===== config.mk =====
export PLATFORM = sky130hd
export DESIGN_NAME = lru_key_value_cache_unit
export DESIGN_NICKNAME = d
export VERILOG_FILES = /design/src/design/lkv_pkg.sv /design/src/design/lkv_ctrl.sv /design/src/design/lkv_datapath.sv /design/src/design/lru_key_value_cache_unit.sv
export SDC_FILE = /design/constraint.sdc
export NUM_CORES = 2
export LEC_CHECK = 0
export BUFFER_PORTS_ARGS = -buffer_cell sky130_fd_sc_hd__buf_2
export CORE_MARGIN = 2
export CORE_UTILIZATION = 37
export DETAILED_ROUTE_END_ITERATION = 16
export PLACE_DENSITY = 0.49
export REMOVE_ABC_BUFFERS = 1
export SYNTH_ARGS = -nofsm -noshare
export SYNTH_HDL_FRONTEND = slang
export SYNTH_SLANG_ARGS = --single-unit

===== constraint.sdc =====
create_clock -name aclk -period 13.4 [get_ports aclk]
set_clock_uncertainty 0.1 [all_clocks]
set_input_delay 2.01 -clock aclk [delete_from_list [all_inputs] [get_ports aclk]]
set_output_delay 2.01 -clock aclk [all_outputs]
set_load 0.005 [all_outputs]

===== src/design/lkv_pkg.sv =====
package lkv_pkg;

    localparam int LKV_ENTRIES = 16;
    localparam int KEY_W       = 32;
    localparam int VALUE_W     = 32;

    localparam logic OP_LOOKUP = 1'b0;
    localparam logic OP_INSERT = 1'b1;

    typedef enum logic [1:0] {
        ST_IDLE,
        ST_MATCH,
        ST_UPDATE,
        ST_DONE
    } lkv_state_t;

    typedef struct packed {
        logic load_in;
        logic do_match;
        logic do_update;
        logic load_out;
    } lkv_cmd_t;

endpackage


===== src/design/lkv_ctrl.sv =====
module lkv_ctrl (
    input  logic              aclk,
    input  logic              aresetn,
    input  logic              s_valid,
    output logic              s_ready,
    output logic              m_valid,
    input  logic              m_ready,
    output lkv_pkg::lkv_cmd_t cmd
);
    import lkv_pkg::*;

    lkv_state_t state_reg;
    lkv_state_t state_next;
    logic       m_valid_reg;
    logic       m_valid_next;
    logic       can_load;

    always_ff @(posedge aclk) begin
        if (!aresetn) begin
            state_reg   <= ST_IDLE;
            m_valid_reg <= 1'b0;
        end else begin
            state_reg   <= state_next;
            m_valid_reg <= m_valid_next;
        end
    end

    assign can_load = !m_valid_reg || m_ready;
    assign m_valid  = m_valid_reg;

    always_comb begin
        state_next   = state_reg;
        m_valid_next = m_valid_reg && !m_ready;
        s_ready      = 1'b0;
        cmd          = '0;
        case (state_reg)
            ST_IDLE: begin
                s_ready = 1'b1;
                if (s_valid) begin
                    cmd.load_in = 1'b1;
                    state_next  = ST_MATCH;
                end
            end
            ST_MATCH: begin
                cmd.do_match = 1'b1;
                state_next   = ST_UPDATE;
            end
            ST_UPDATE: begin
                cmd.do_update = 1'b1;
                state_next    = ST_DONE;
            end
            ST_DONE: begin
                if (can_load) begin
                    cmd.load_out = 1'b1;
                    m_valid_next = 1'b1;
                    s_ready      = 1'b1;
                    if (s_valid) begin
                        cmd.load_in = 1'b1;
                        state_next  = ST_MATCH;
                    end else begin
                        state_next = ST_IDLE;
                    end
                end
            end
            default: begin
                state_next = ST_IDLE;
            end
        endcase
    end

endmodule


===== src/design/lkv_datapath.sv =====
module lkv_datapath #(
    parameter int ENTRIES = lkv_pkg::LKV_ENTRIES
) (
    input  logic                       aclk,
    input  logic                       aresetn,
    input  lkv_pkg::lkv_cmd_t          cmd,
    input  logic                       s_operation,
    input  logic [lkv_pkg::KEY_W-1:0]   s_key,
    input  logic [lkv_pkg::VALUE_W-1:0] s_value,
    output logic                       m_hit,
    output logic [lkv_pkg::VALUE_W-1:0] m_data,
    output logic                       m_evicted
);
    import lkv_pkg::*;

    localparam int IDX_W = $clog2(ENTRIES);

    // item registers
    logic               op_reg;
    logic [KEY_W-1:0]   key_reg;
    logic [VALUE_W-1:0] value_reg;

    // entry cells
    logic [ENTRIES-1:0] valid_reg;
    logic [KEY_W-1:0]   entry_key_reg [ENTRIES];
    logic [IDX_W-1:0]   rank_reg      [ENTRIES];
    logic [VALUE_W-1:0] value_mem     [ENTRIES];

    // compare stage results
    logic [ENTRIES-1:0] match_reg;
    logic [ENTRIES-1:0] lru_reg;
    logic [ENTRIES-1:0] free_first_reg;
    logic               hit_reg;
    logic               full_reg;
    logic [IDX_W-1:0]   hit_rank_reg;
    logic [VALUE_W-1:0] rd_data_reg;

    logic               m_hit_reg;
    logic [VALUE_W-1:0] m_data_reg;
    logic               m_evicted_reg;

    logic [ENTRIES-1:0] match_v;
    logic [ENTRIES-1:0] lru_v;
    logic [ENTRIES-1:0] free_v;
    logic [IDX_W-1:0]   hit_rank_v;

    logic               is_insert;
    logic               new_ins;
    logic [ENTRIES-1:0] sel_v;
    logic [IDX_W-1:0]   sel_idx;

    always_ff @(posedge aclk) begin
        if (cmd.load_in) begin
            op_reg    <= s_operation;
            key_reg   <= s_key;
            value_reg <= s_value;
        end
    end

    always_comb begin
        hit_rank_v = '0;
        for (int i = 0; i < ENTRIES; i++) begin
            match_v[i] = valid_reg[i] && (entry_key_reg[i] == key_reg);
            lru_v[i]   = valid_reg[i] && (rank_reg[i] == IDX_W'(ENTRIES - 1));
            if (match_v[i]) begin
                hit_rank_v = hit_rank_v | rank_reg[i];
            end
        end
        free_v = ~valid_reg;
    end

    always_ff @(posedge aclk) begin
        if (cmd.do_match) begin
            match_reg      <= match_v;
            lru_reg        <= lru_v;
            free_first_reg <= free_v & (~free_v + ENTRIES'(1));
            hit_reg        <= |match_v;
            full_reg       <= &valid_reg;
            hit_rank_reg   <= hit_rank_v;
        end
    end

    assign is_insert = (op_reg == OP_INSERT);
    assign new_ins   = is_insert && !hit_reg;

    always_comb begin
        if (hit_reg) begin
            sel_v = match_reg;
        end else if (new_ins) begin
            sel_v = full_reg ? lru_reg : free_first_reg;
        end else begin
            sel_v = '0;
        end
        sel_idx = '0;
        for (int i = 0; i < ENTRIES; i++) begin
            if (sel_v[i]) begin
                sel_idx = sel_idx | IDX_W'(i);
            end
        end
    end

    always_ff @(posedge aclk) begin
        if (!aresetn) begin
            valid_reg <= '0;
        end else if (cmd.do_update && new_ins) begin
            valid_reg <= valid_reg | sel_v;
        end
    end

    always_ff @(posedge aclk) begin
        if (cmd.do_update) begin
            for (int i = 0; i < ENTRIES; i++) begin
                if (sel_v[i]) begin
                    rank_reg[i] <= '0;
                    if (is_insert) begin
                        entry_key_reg[i] <= key_reg;
                    end
                end else if (valid_reg[i] &&
                             (new_ins || (hit_reg && rank_reg[i] < hit_rank_reg))) begin
                    rank_reg[i] <= rank_reg[i] + IDX_W'(1);
                end
            end
        end
    end

    always_ff @(posedge aclk) begin
        if (cmd.do_update) begin
            if (is_insert && (hit_reg || new_ins)) begin
                value_mem[sel_idx] <= value_reg;
            end
            rd_data_reg <= value_mem[sel_idx];
        end
    end

    always_ff @(posedge aclk) begin
        if (cmd.load_out) begin
            m_hit_reg     <= hit_reg;
            m_data_reg    <= (!is_insert && hit_reg) ? rd_data_reg : '0;
            m_evicted_reg <= new_ins && full_reg;
        end
    end

    assign m_hit     = m_hit_reg;
    assign m_data    = m_data_reg;
    assign m_evicted = m_evicted_reg;

endmodule


===== src/design/lru_key_value_cache_unit.sv =====
// channel | ports                                  | direction
// input   | s_valid s_ready s_operation s_key s_value | in
// result  | m_valid m_ready m_hit m_data m_evicted     | out
//
// Per item: key compare over all entries, rank and slot update
// with value memory access, then a step that loads the result register and
// takes the next beat; no new beat is taken before that last step.
// A stalled result holds the block in its last step until m_ready frees it.
// Reset clears the valid bits and the control state; no clearing pass.
module lru_key_value_cache_unit #(
    parameter int ENTRIES = lkv_pkg::LKV_ENTRIES
) (
    input  logic                       aclk,
    input  logic                       aresetn,
    input  logic                       s_valid,
    output logic                       s_ready,
    input  logic                       s_operation,
    input  logic [lkv_pkg::KEY_W-1:0]   s_key,
    input  logic [lkv_pkg::VALUE_W-1:0] s_value,
    output logic                       m_valid,
    input  logic                       m_ready,
    output logic                       m_hit,
    output logic [lkv_pkg::VALUE_W-1:0] m_data,
    output logic                       m_evicted
);
    import lkv_pkg::*;

    lkv_cmd_t cmd;

    lkv_ctrl u_ctrl (
        .aclk    (aclk),
        .aresetn (aresetn),
        .s_valid (s_valid),
        .s_ready (s_ready),
        .m_valid (m_valid),
        .m_ready (m_ready),
        .cmd     (cmd)
    );

    lkv_datapath #(
        .ENTRIES (ENTRIES)
    ) u_datapath (
        .aclk        (aclk),
        .aresetn     (aresetn),
        .cmd         (cmd),
        .s_operation (s_operation),
        .s_key       (s_key),
        .s_value     (s_value),
        .m_hit       (m_hit),
        .m_data      (m_data),
        .m_evicted   (m_evicted)
    );

endmodule


======== Yosys cells after proc, flatten, opt, wreduce, memory -nomap -nowiden ========
Memory sizes are Yosys's and may differ from the RTL's. A register that Yosys moved wholly into a read port is not among the register bits.
Cells that the tools add are included.
operators by class
  add/sub/neg operators ................... 17
  $mul .................................... 0
  divide/modulo/power cells ............... 0
  order comparisons ....................... 16
  equality and inequality tests ........... 37
  shift-type cells ........................ 0
  muxes and demuxes ....................... 228
  bitwise operators ....................... 35
  reduce and logical (&&, ||, !) cells .... 96
operators by type and width
  cell                                                             count
  32-bit == test                                                   16
  1-bit two-way mux                                                174
  4-bit two-way mux                                                40
  1-bit logical AND                                                70
  4-bit by 1-bit adder with 4-bit output, second input constant    16
  4-bit == test, second input constant                             16
  4-bit < comparator                                               16
  4-bit bitwise OR                                                 15
  16-bit two-way mux                                               3
  16-bit inverter                                                  2
  1-bit logical OR                                                 18
  16-bit by 1-bit adder with 16-bit output, second input constant  1
  16-bit AND                                                       1
  1-bit bitwise OR                                                 16
  16-bit bitwise OR                                                1
  16-bit AND reduction                                             1
  16-bit OR reduction                                              1
  3-bit two-way mux                                                4
  2-bit two-way mux                                                4
  2-bit case mux with 4 select lines                               1
  2-bit == test, second input constant                             2
  1-bit logical NOT                                                4
  1-bit case mux with 2 select lines                               2
  2-bit by 1-bit == test with 1-bit output, second input constant  1
  other kinds (4)                                                  4
storage, ports and cells
  register bits after elaboration ......... 172
  bits in latches ......................... 0
  bits in writable memories ............... 1,088
  memory bits (read-only) ................. 0
  input port bits ......................... 69
  output and inout port bits .............. 36
  word-level logic and storage cells ...... 447
  memories ................................ 3
memory list
  memory                    words  width  rd ports  clocked after Yosys merged registers in  wr ports  RTL line            text
  u_datapath.entry_key_reg  16     32     16        0                                        16        lkv_datapath.sv:25  logic [KEY_W-1:0] entry_key_reg [ENTRIES];
  u_datapath.value_mem      16     32     1         1                                        1         lkv_datapath.sv:27  logic [VALUE_W-1:0] value_mem [ENTRIES];
  u_datapath.rank_reg       16     4      16        0                                        16        lkv_datapath.sv:26  logic [IDX_W-1:0] rank_reg [ENTRIES];

======== Logic depth before layout (Yosys ltp) ========
An unclocked memory read counts as a cell.
  depth after elaboration ................. 34
  depth in mapped cells ................... 12

======== By module ========
Synthesis repeated with hierarchy kept, for this count alone.
unflattened totals
  cell total of the unflattened synthesis .. 2,937
  area, all modules ....................... 52,421.5 um^2
by module, submodules not included
  module        instances  cells an instance  area an instance (um^2)
  lkv_datapath  1          2,909              52,165.0
  lkv_ctrl      1          28                 256.5

======== Worst setup path before layout ========
Ideal clock, no wire load.
  kind .................................... in2out
  from .................................... input m_ready
  to ...................................... output s_ready
  arrival time ............................ 3.925 ns
  setup slack ............................. 7.365 ns
  cell stages on the path ................. 3
  buffers on the path ..................... 0
  cells stage by stage .................... nor2b_1 -> nor2b_1 -> o21ba_2
on the way
  word-level cells in the longest chain between the ends .. 3
ends and longest elaborated chain
  item                                RTL line                        text
  from (decl)                         lru_key_value_cache_unit.sv:21  input logic m_ready,
  1-bit logical OR                    lkv_ctrl.sv:28                  assign can_load = !m_valid_reg || m_ready;
  1-bit two-way mux                   lkv_ctrl.sv:53                  if (can_load) begin
  1-bit case mux with 2 select lines  lkv_ctrl.sv:36                  case (state_reg)
  to (decl)                           lru_key_value_cache_unit.sv:16  output logic s_ready,
Every way passes these cells.

======== Worst setup path after layout ========
  from .................................... register u_datapath.full_reg
  to ...................................... memory u_datapath.value_mem[1][8], enable pin
on the way
  word-level cells in the longest chain between the ends .. 18
ends and longest elaborated chain
  item                            RTL line            text
  from (decl)                     lkv_datapath.sv:34  logic full_reg;
  from (signal assigned)          lkv_datapath.sv:78  full_reg <= &valid_reg;
  16-bit two-way mux (*)          lkv_datapath.sv:90  sel_v = full_reg ? lru_reg : free_first_reg;
  16-bit two-way mux (*)          lkv_datapath.sv:89  end else if (new_ins) begin
  16-bit two-way mux (*)          lkv_datapath.sv:87  if (hit_reg) begin
  1-bit two-way mux               lkv_datapath.sv:96  if (sel_v[i]) begin
  2-bit two-way mux (2 in a row)  lkv_datapath.sv:96
  3-bit two-way mux (4 in a row)  lkv_datapath.sv:96
  4-bit two-way mux (7 in a row)  lkv_datapath.sv:96
  4-bit two-way mux (*)           lkv_datapath.sv:96
  to (decl)                       lkv_datapath.sv:27
Every way passes the cells marked *; elsewhere a longest branch is shown, timed or not.

==> results.json <==
{
  "status": "finished clean",
  "synth_top_family_by_area": "XOR/XNOR gates",
  "first_pass_iters": 5,
  "cts-hold-fix-buffers": 0,
  "synth_warnings": 0,
  "start_util": 0.3740,
  "gr-total-overflow": 0,
  "wl_met2_um": 64110,
  "hold_path.class": "register to register",
  "r2r-start": "u_datapath.full_reg$_DFFE_PN_",
  "max_cap_viol_count": 0,
  "grt_pass1_wl_um": 191600,
  "ctsResizeCount": 0,
  "synth_simple_gate_area_share": 0.05721,
  "cts.sinks": 1292,
  "clock_latency_ps": 760,
  "fin_nets": 3308,
  "routed_wl_um": 131200,
  "stdcell_count": 5153,
  "ys_async_sr_fraction": 0,
  "final_layout_size_suffix_gt1_frac": 0.1777,
  "core_mm2": 0.1399,
  "wl_per_cell_um": 25.46,
  "path_clk_slew_ps": 60,
  "slew_headroom": 0.06816,
  "synth_area_mm2": 0.05232,
  "synth-seq-cells": 1292,
  "synthAdderAreaFrac": 0.01650,
  "rsz0062_at_grt": "no",
  "clk_path_buf_depth": 3,
  "cts_setup_buffers": 0,
  "track_usage": 0.1806,
  "met1Wirelength_um": 57780,
  "min_period_over_period": 0.3989,
  "hold_end": "u_datapath.m_data[21]$_SDFFCE_PN0P_",
  "required_ps": 13690,
  "ys.flop_type": "edfxtp_1",
  "r2r_cells": 9,
  "die_h_um": 380.0,
  "hold_start": "u_datapath.rd_data_reg[21]$_DFFE_PP_",
  "grt_max_degree": 67,
  "r2r_slack_ps": 8050,
  "avgViaCountPerCell": 5.197,
  "drv_slew": 0,
  "synth_compound_area_frac": 0.02628,
  "dp_cells": 4899,
  "setup_violations": 0,
  "gp_congestion": 0.8250,
  "worst_pin_slew_ps": 1387,
  "synth_area_leaders": "edfxtp_1, xor2_1, mux4_2",
  "synth.distinct_cells": 55,
  "die_area_mm2": 0.1444,
  "yosys.area.top_type": "edfxtp_1",
  "setup_ws_ps": 8054,
  "endpoint_kind": "register",
  "whs_ps": 414.8,
  "crit_arrival_ps": 5640,
  "rr_endpoint": "u_datapath.value_mem[1][8]$_DFFE_PP_",
  "synth_edf_count": 1273,
  "yosys.area_share.xor_xnor": 0.09040,
  "drc": 0,
  "crit_fanout": 39,
  "dpl.hpwl_um": 77000,
  "htreeDepth": 4,
  "fin_tns_setup_ps": 0,
  "antenna_found_initial": 8,
  "cts_tree": "yes",
  "dr.first_iter.drc_count": 1982,
  "ioPinCount": 105,
  "fmax_ghz": 0.1871,
  "crit_type": "register to register",
  "highest_layer": "met5",
  "fillers": 12370,
  "rows": 137,
  "grt_pass1_vias": 28070,
  "die_w_um": 380.0,
  "root_buffer": "clkbuf_16",
  "startpoint_type": "register",
  "synthCells": 2949,
  "ys_seq_area_frac": 0.7380,
  "port_buffers": 104,
  "syn_avg_cell_area_um2": 17.74,
  "hold_viol_final": 0,
  "preCtsSetupSlack_ps": 7974,
  "ir_drop_uv": 160.0,
  "powerDensity_mw_per_mm2": 190.2,
  "p_leak_nw": 20.07,
  "finalCriticalPeriod_ps": 5346,
  "hold_depth": 1,
  "vias": 26780,
  "ant_nets": 0,
  "yosysTopAreaCellShare": 0.7307,
  "p_total_mw": 11.41,
  "area_growth_pct": 14.68,
  "routed-wl-met3_um": 6409,
  "numCtsBuffers": 143,
  "synth.area.mux_share": 0.05821
}
-- metal layers --
layer,global-route usage,vias to the layer above
met1,0.2439,13960
li1,-,11840
met3,0.02833,201
met4,0.05313,2
met2,0.3016,783
met5,0,-
-- synth_stat cells (26+ instances only) --
cell type  count
nand4_1       43
buf_2         40
nor3_1        36
nor2b_1       26
nand2_1       51
nor2_1       148
xor2_1       490
clkbuf_1      59
and2_1        38
nand3_1       43
a22oi_1       65
xnor2_1       50
o21ai_0       36
edfxtp_1    1273
mux4_2       128
inv_1         28
nor4_1       112
ha_1          69
-- how the worst max path moves through the flow --
stage / start / end / slack (ps) / depth (start not counted)
3_5_place_dp: u_datapath.full_reg$_DFFE_PN_ / u_datapath.value_mem[1][8]$_DFFE_PP_ / 7970 / 9
2_1_floorplan: u_datapath.hit_reg$_DFFE_PN_ / u_datapath.value_mem[8][0]$_DFFE_PP_ / 3730 / 5
6_report: u_datapath.full_reg$_DFFE_PN_ / u_datapath.value_mem[1][8]$_DFFE_PP_ / 8050 / 9
3_3_place_gp: u_datapath.full_reg$_DFFE_PN_ / u_datapath.value_mem[1][8]$_DFFE_PP_ / 8100 / 9
4_1_cts: u_datapath.full_reg$_DFFE_PN_ / u_datapath.value_mem[1][8]$_DFFE_PP_ / 7960 / 9
5_1_grt: u_datapath.full_reg$_DFFE_PN_ / u_datapath.value_mem[1][8]$_DFFE_PP_ / 7760 / 9
-- metrics by stage --
| stage | utilization | instance area [um^2] |
|---|---|---|
| floorplan | - | 51720 |
| global placement | 0.3970 | 55520 |
| finish | 0.4289 | 60000 |
| detailed placement | 0.3971 | 55540 |
| global route | 0.4289 | 60000 |
| CTS | 0.4286 | 59950 |
-- cell type report --
cell class	instances	area (um^2)	share of cell area
clock buffer	177	3790	0.06317
inverter	29	108.9	0.001814
antenna	1	2.502	0.00004171
sequential	1292	38610	0.6435
tap	1876	2347	0.03912
clock inverter	74	615.6	0.01026
multi-input combinational	1503	13230	0.2206
timing repair buffer	201	1294	0.02156
-- where the power goes --
group          switching (mW)  internal [mW]
registers               0.291           5.11
logic                    1.52          0.764
clock network            1.59           2.15
-- cell usage in the layout, fill, tap and decap left out, drive strengths merged, types with 2 or more instances in the layout --
master / n
edfxtp: 1273
xor2: 490
buf: 201
clkbuf: 177
nor2: 149
mux4: 128
nor4: 114
ha: 69
a22oi: 66
clkinv: 58
nand2: 51
xnor2: 50
nand4: 46
nand3: 43
and2: 38
o21ai: 37
inv: 37
nor3: 36
a21oi: 26
nor2b: 26
and4: 19
nand2b: 19
dfxtp: 19
a221oi: 18
a22o: 16
a21o: 16
mux2i: 14
bufinv: 7
a2bb2oi: 5
and3: 4
nor3b: 3
o21a: 3
or4: 2
and3b: 2
a31oi: 2
mux2: 2
-- cell families after synthesis --
logic type / after synthesis
AOI/OAI and AO/OA: 193
xor gates and xnor gates: 540
adders and majority gates: 69
buffers and inverters: 154
DFF: 1292
muxes: 144
and+or+nand+nor: 557
-- worst max-delay path: stages (launching register included) --
cell      delay, ps
edfxtp_1        340
buf_4           330
mux2i_1         280
nor2_1           60
a21oi_1         640
nand4_4         790
buf_4           640
nand2b_1        380
nor3_2          720
buf_4           580
Note: power is estimated with default switching activity, not from simulation.
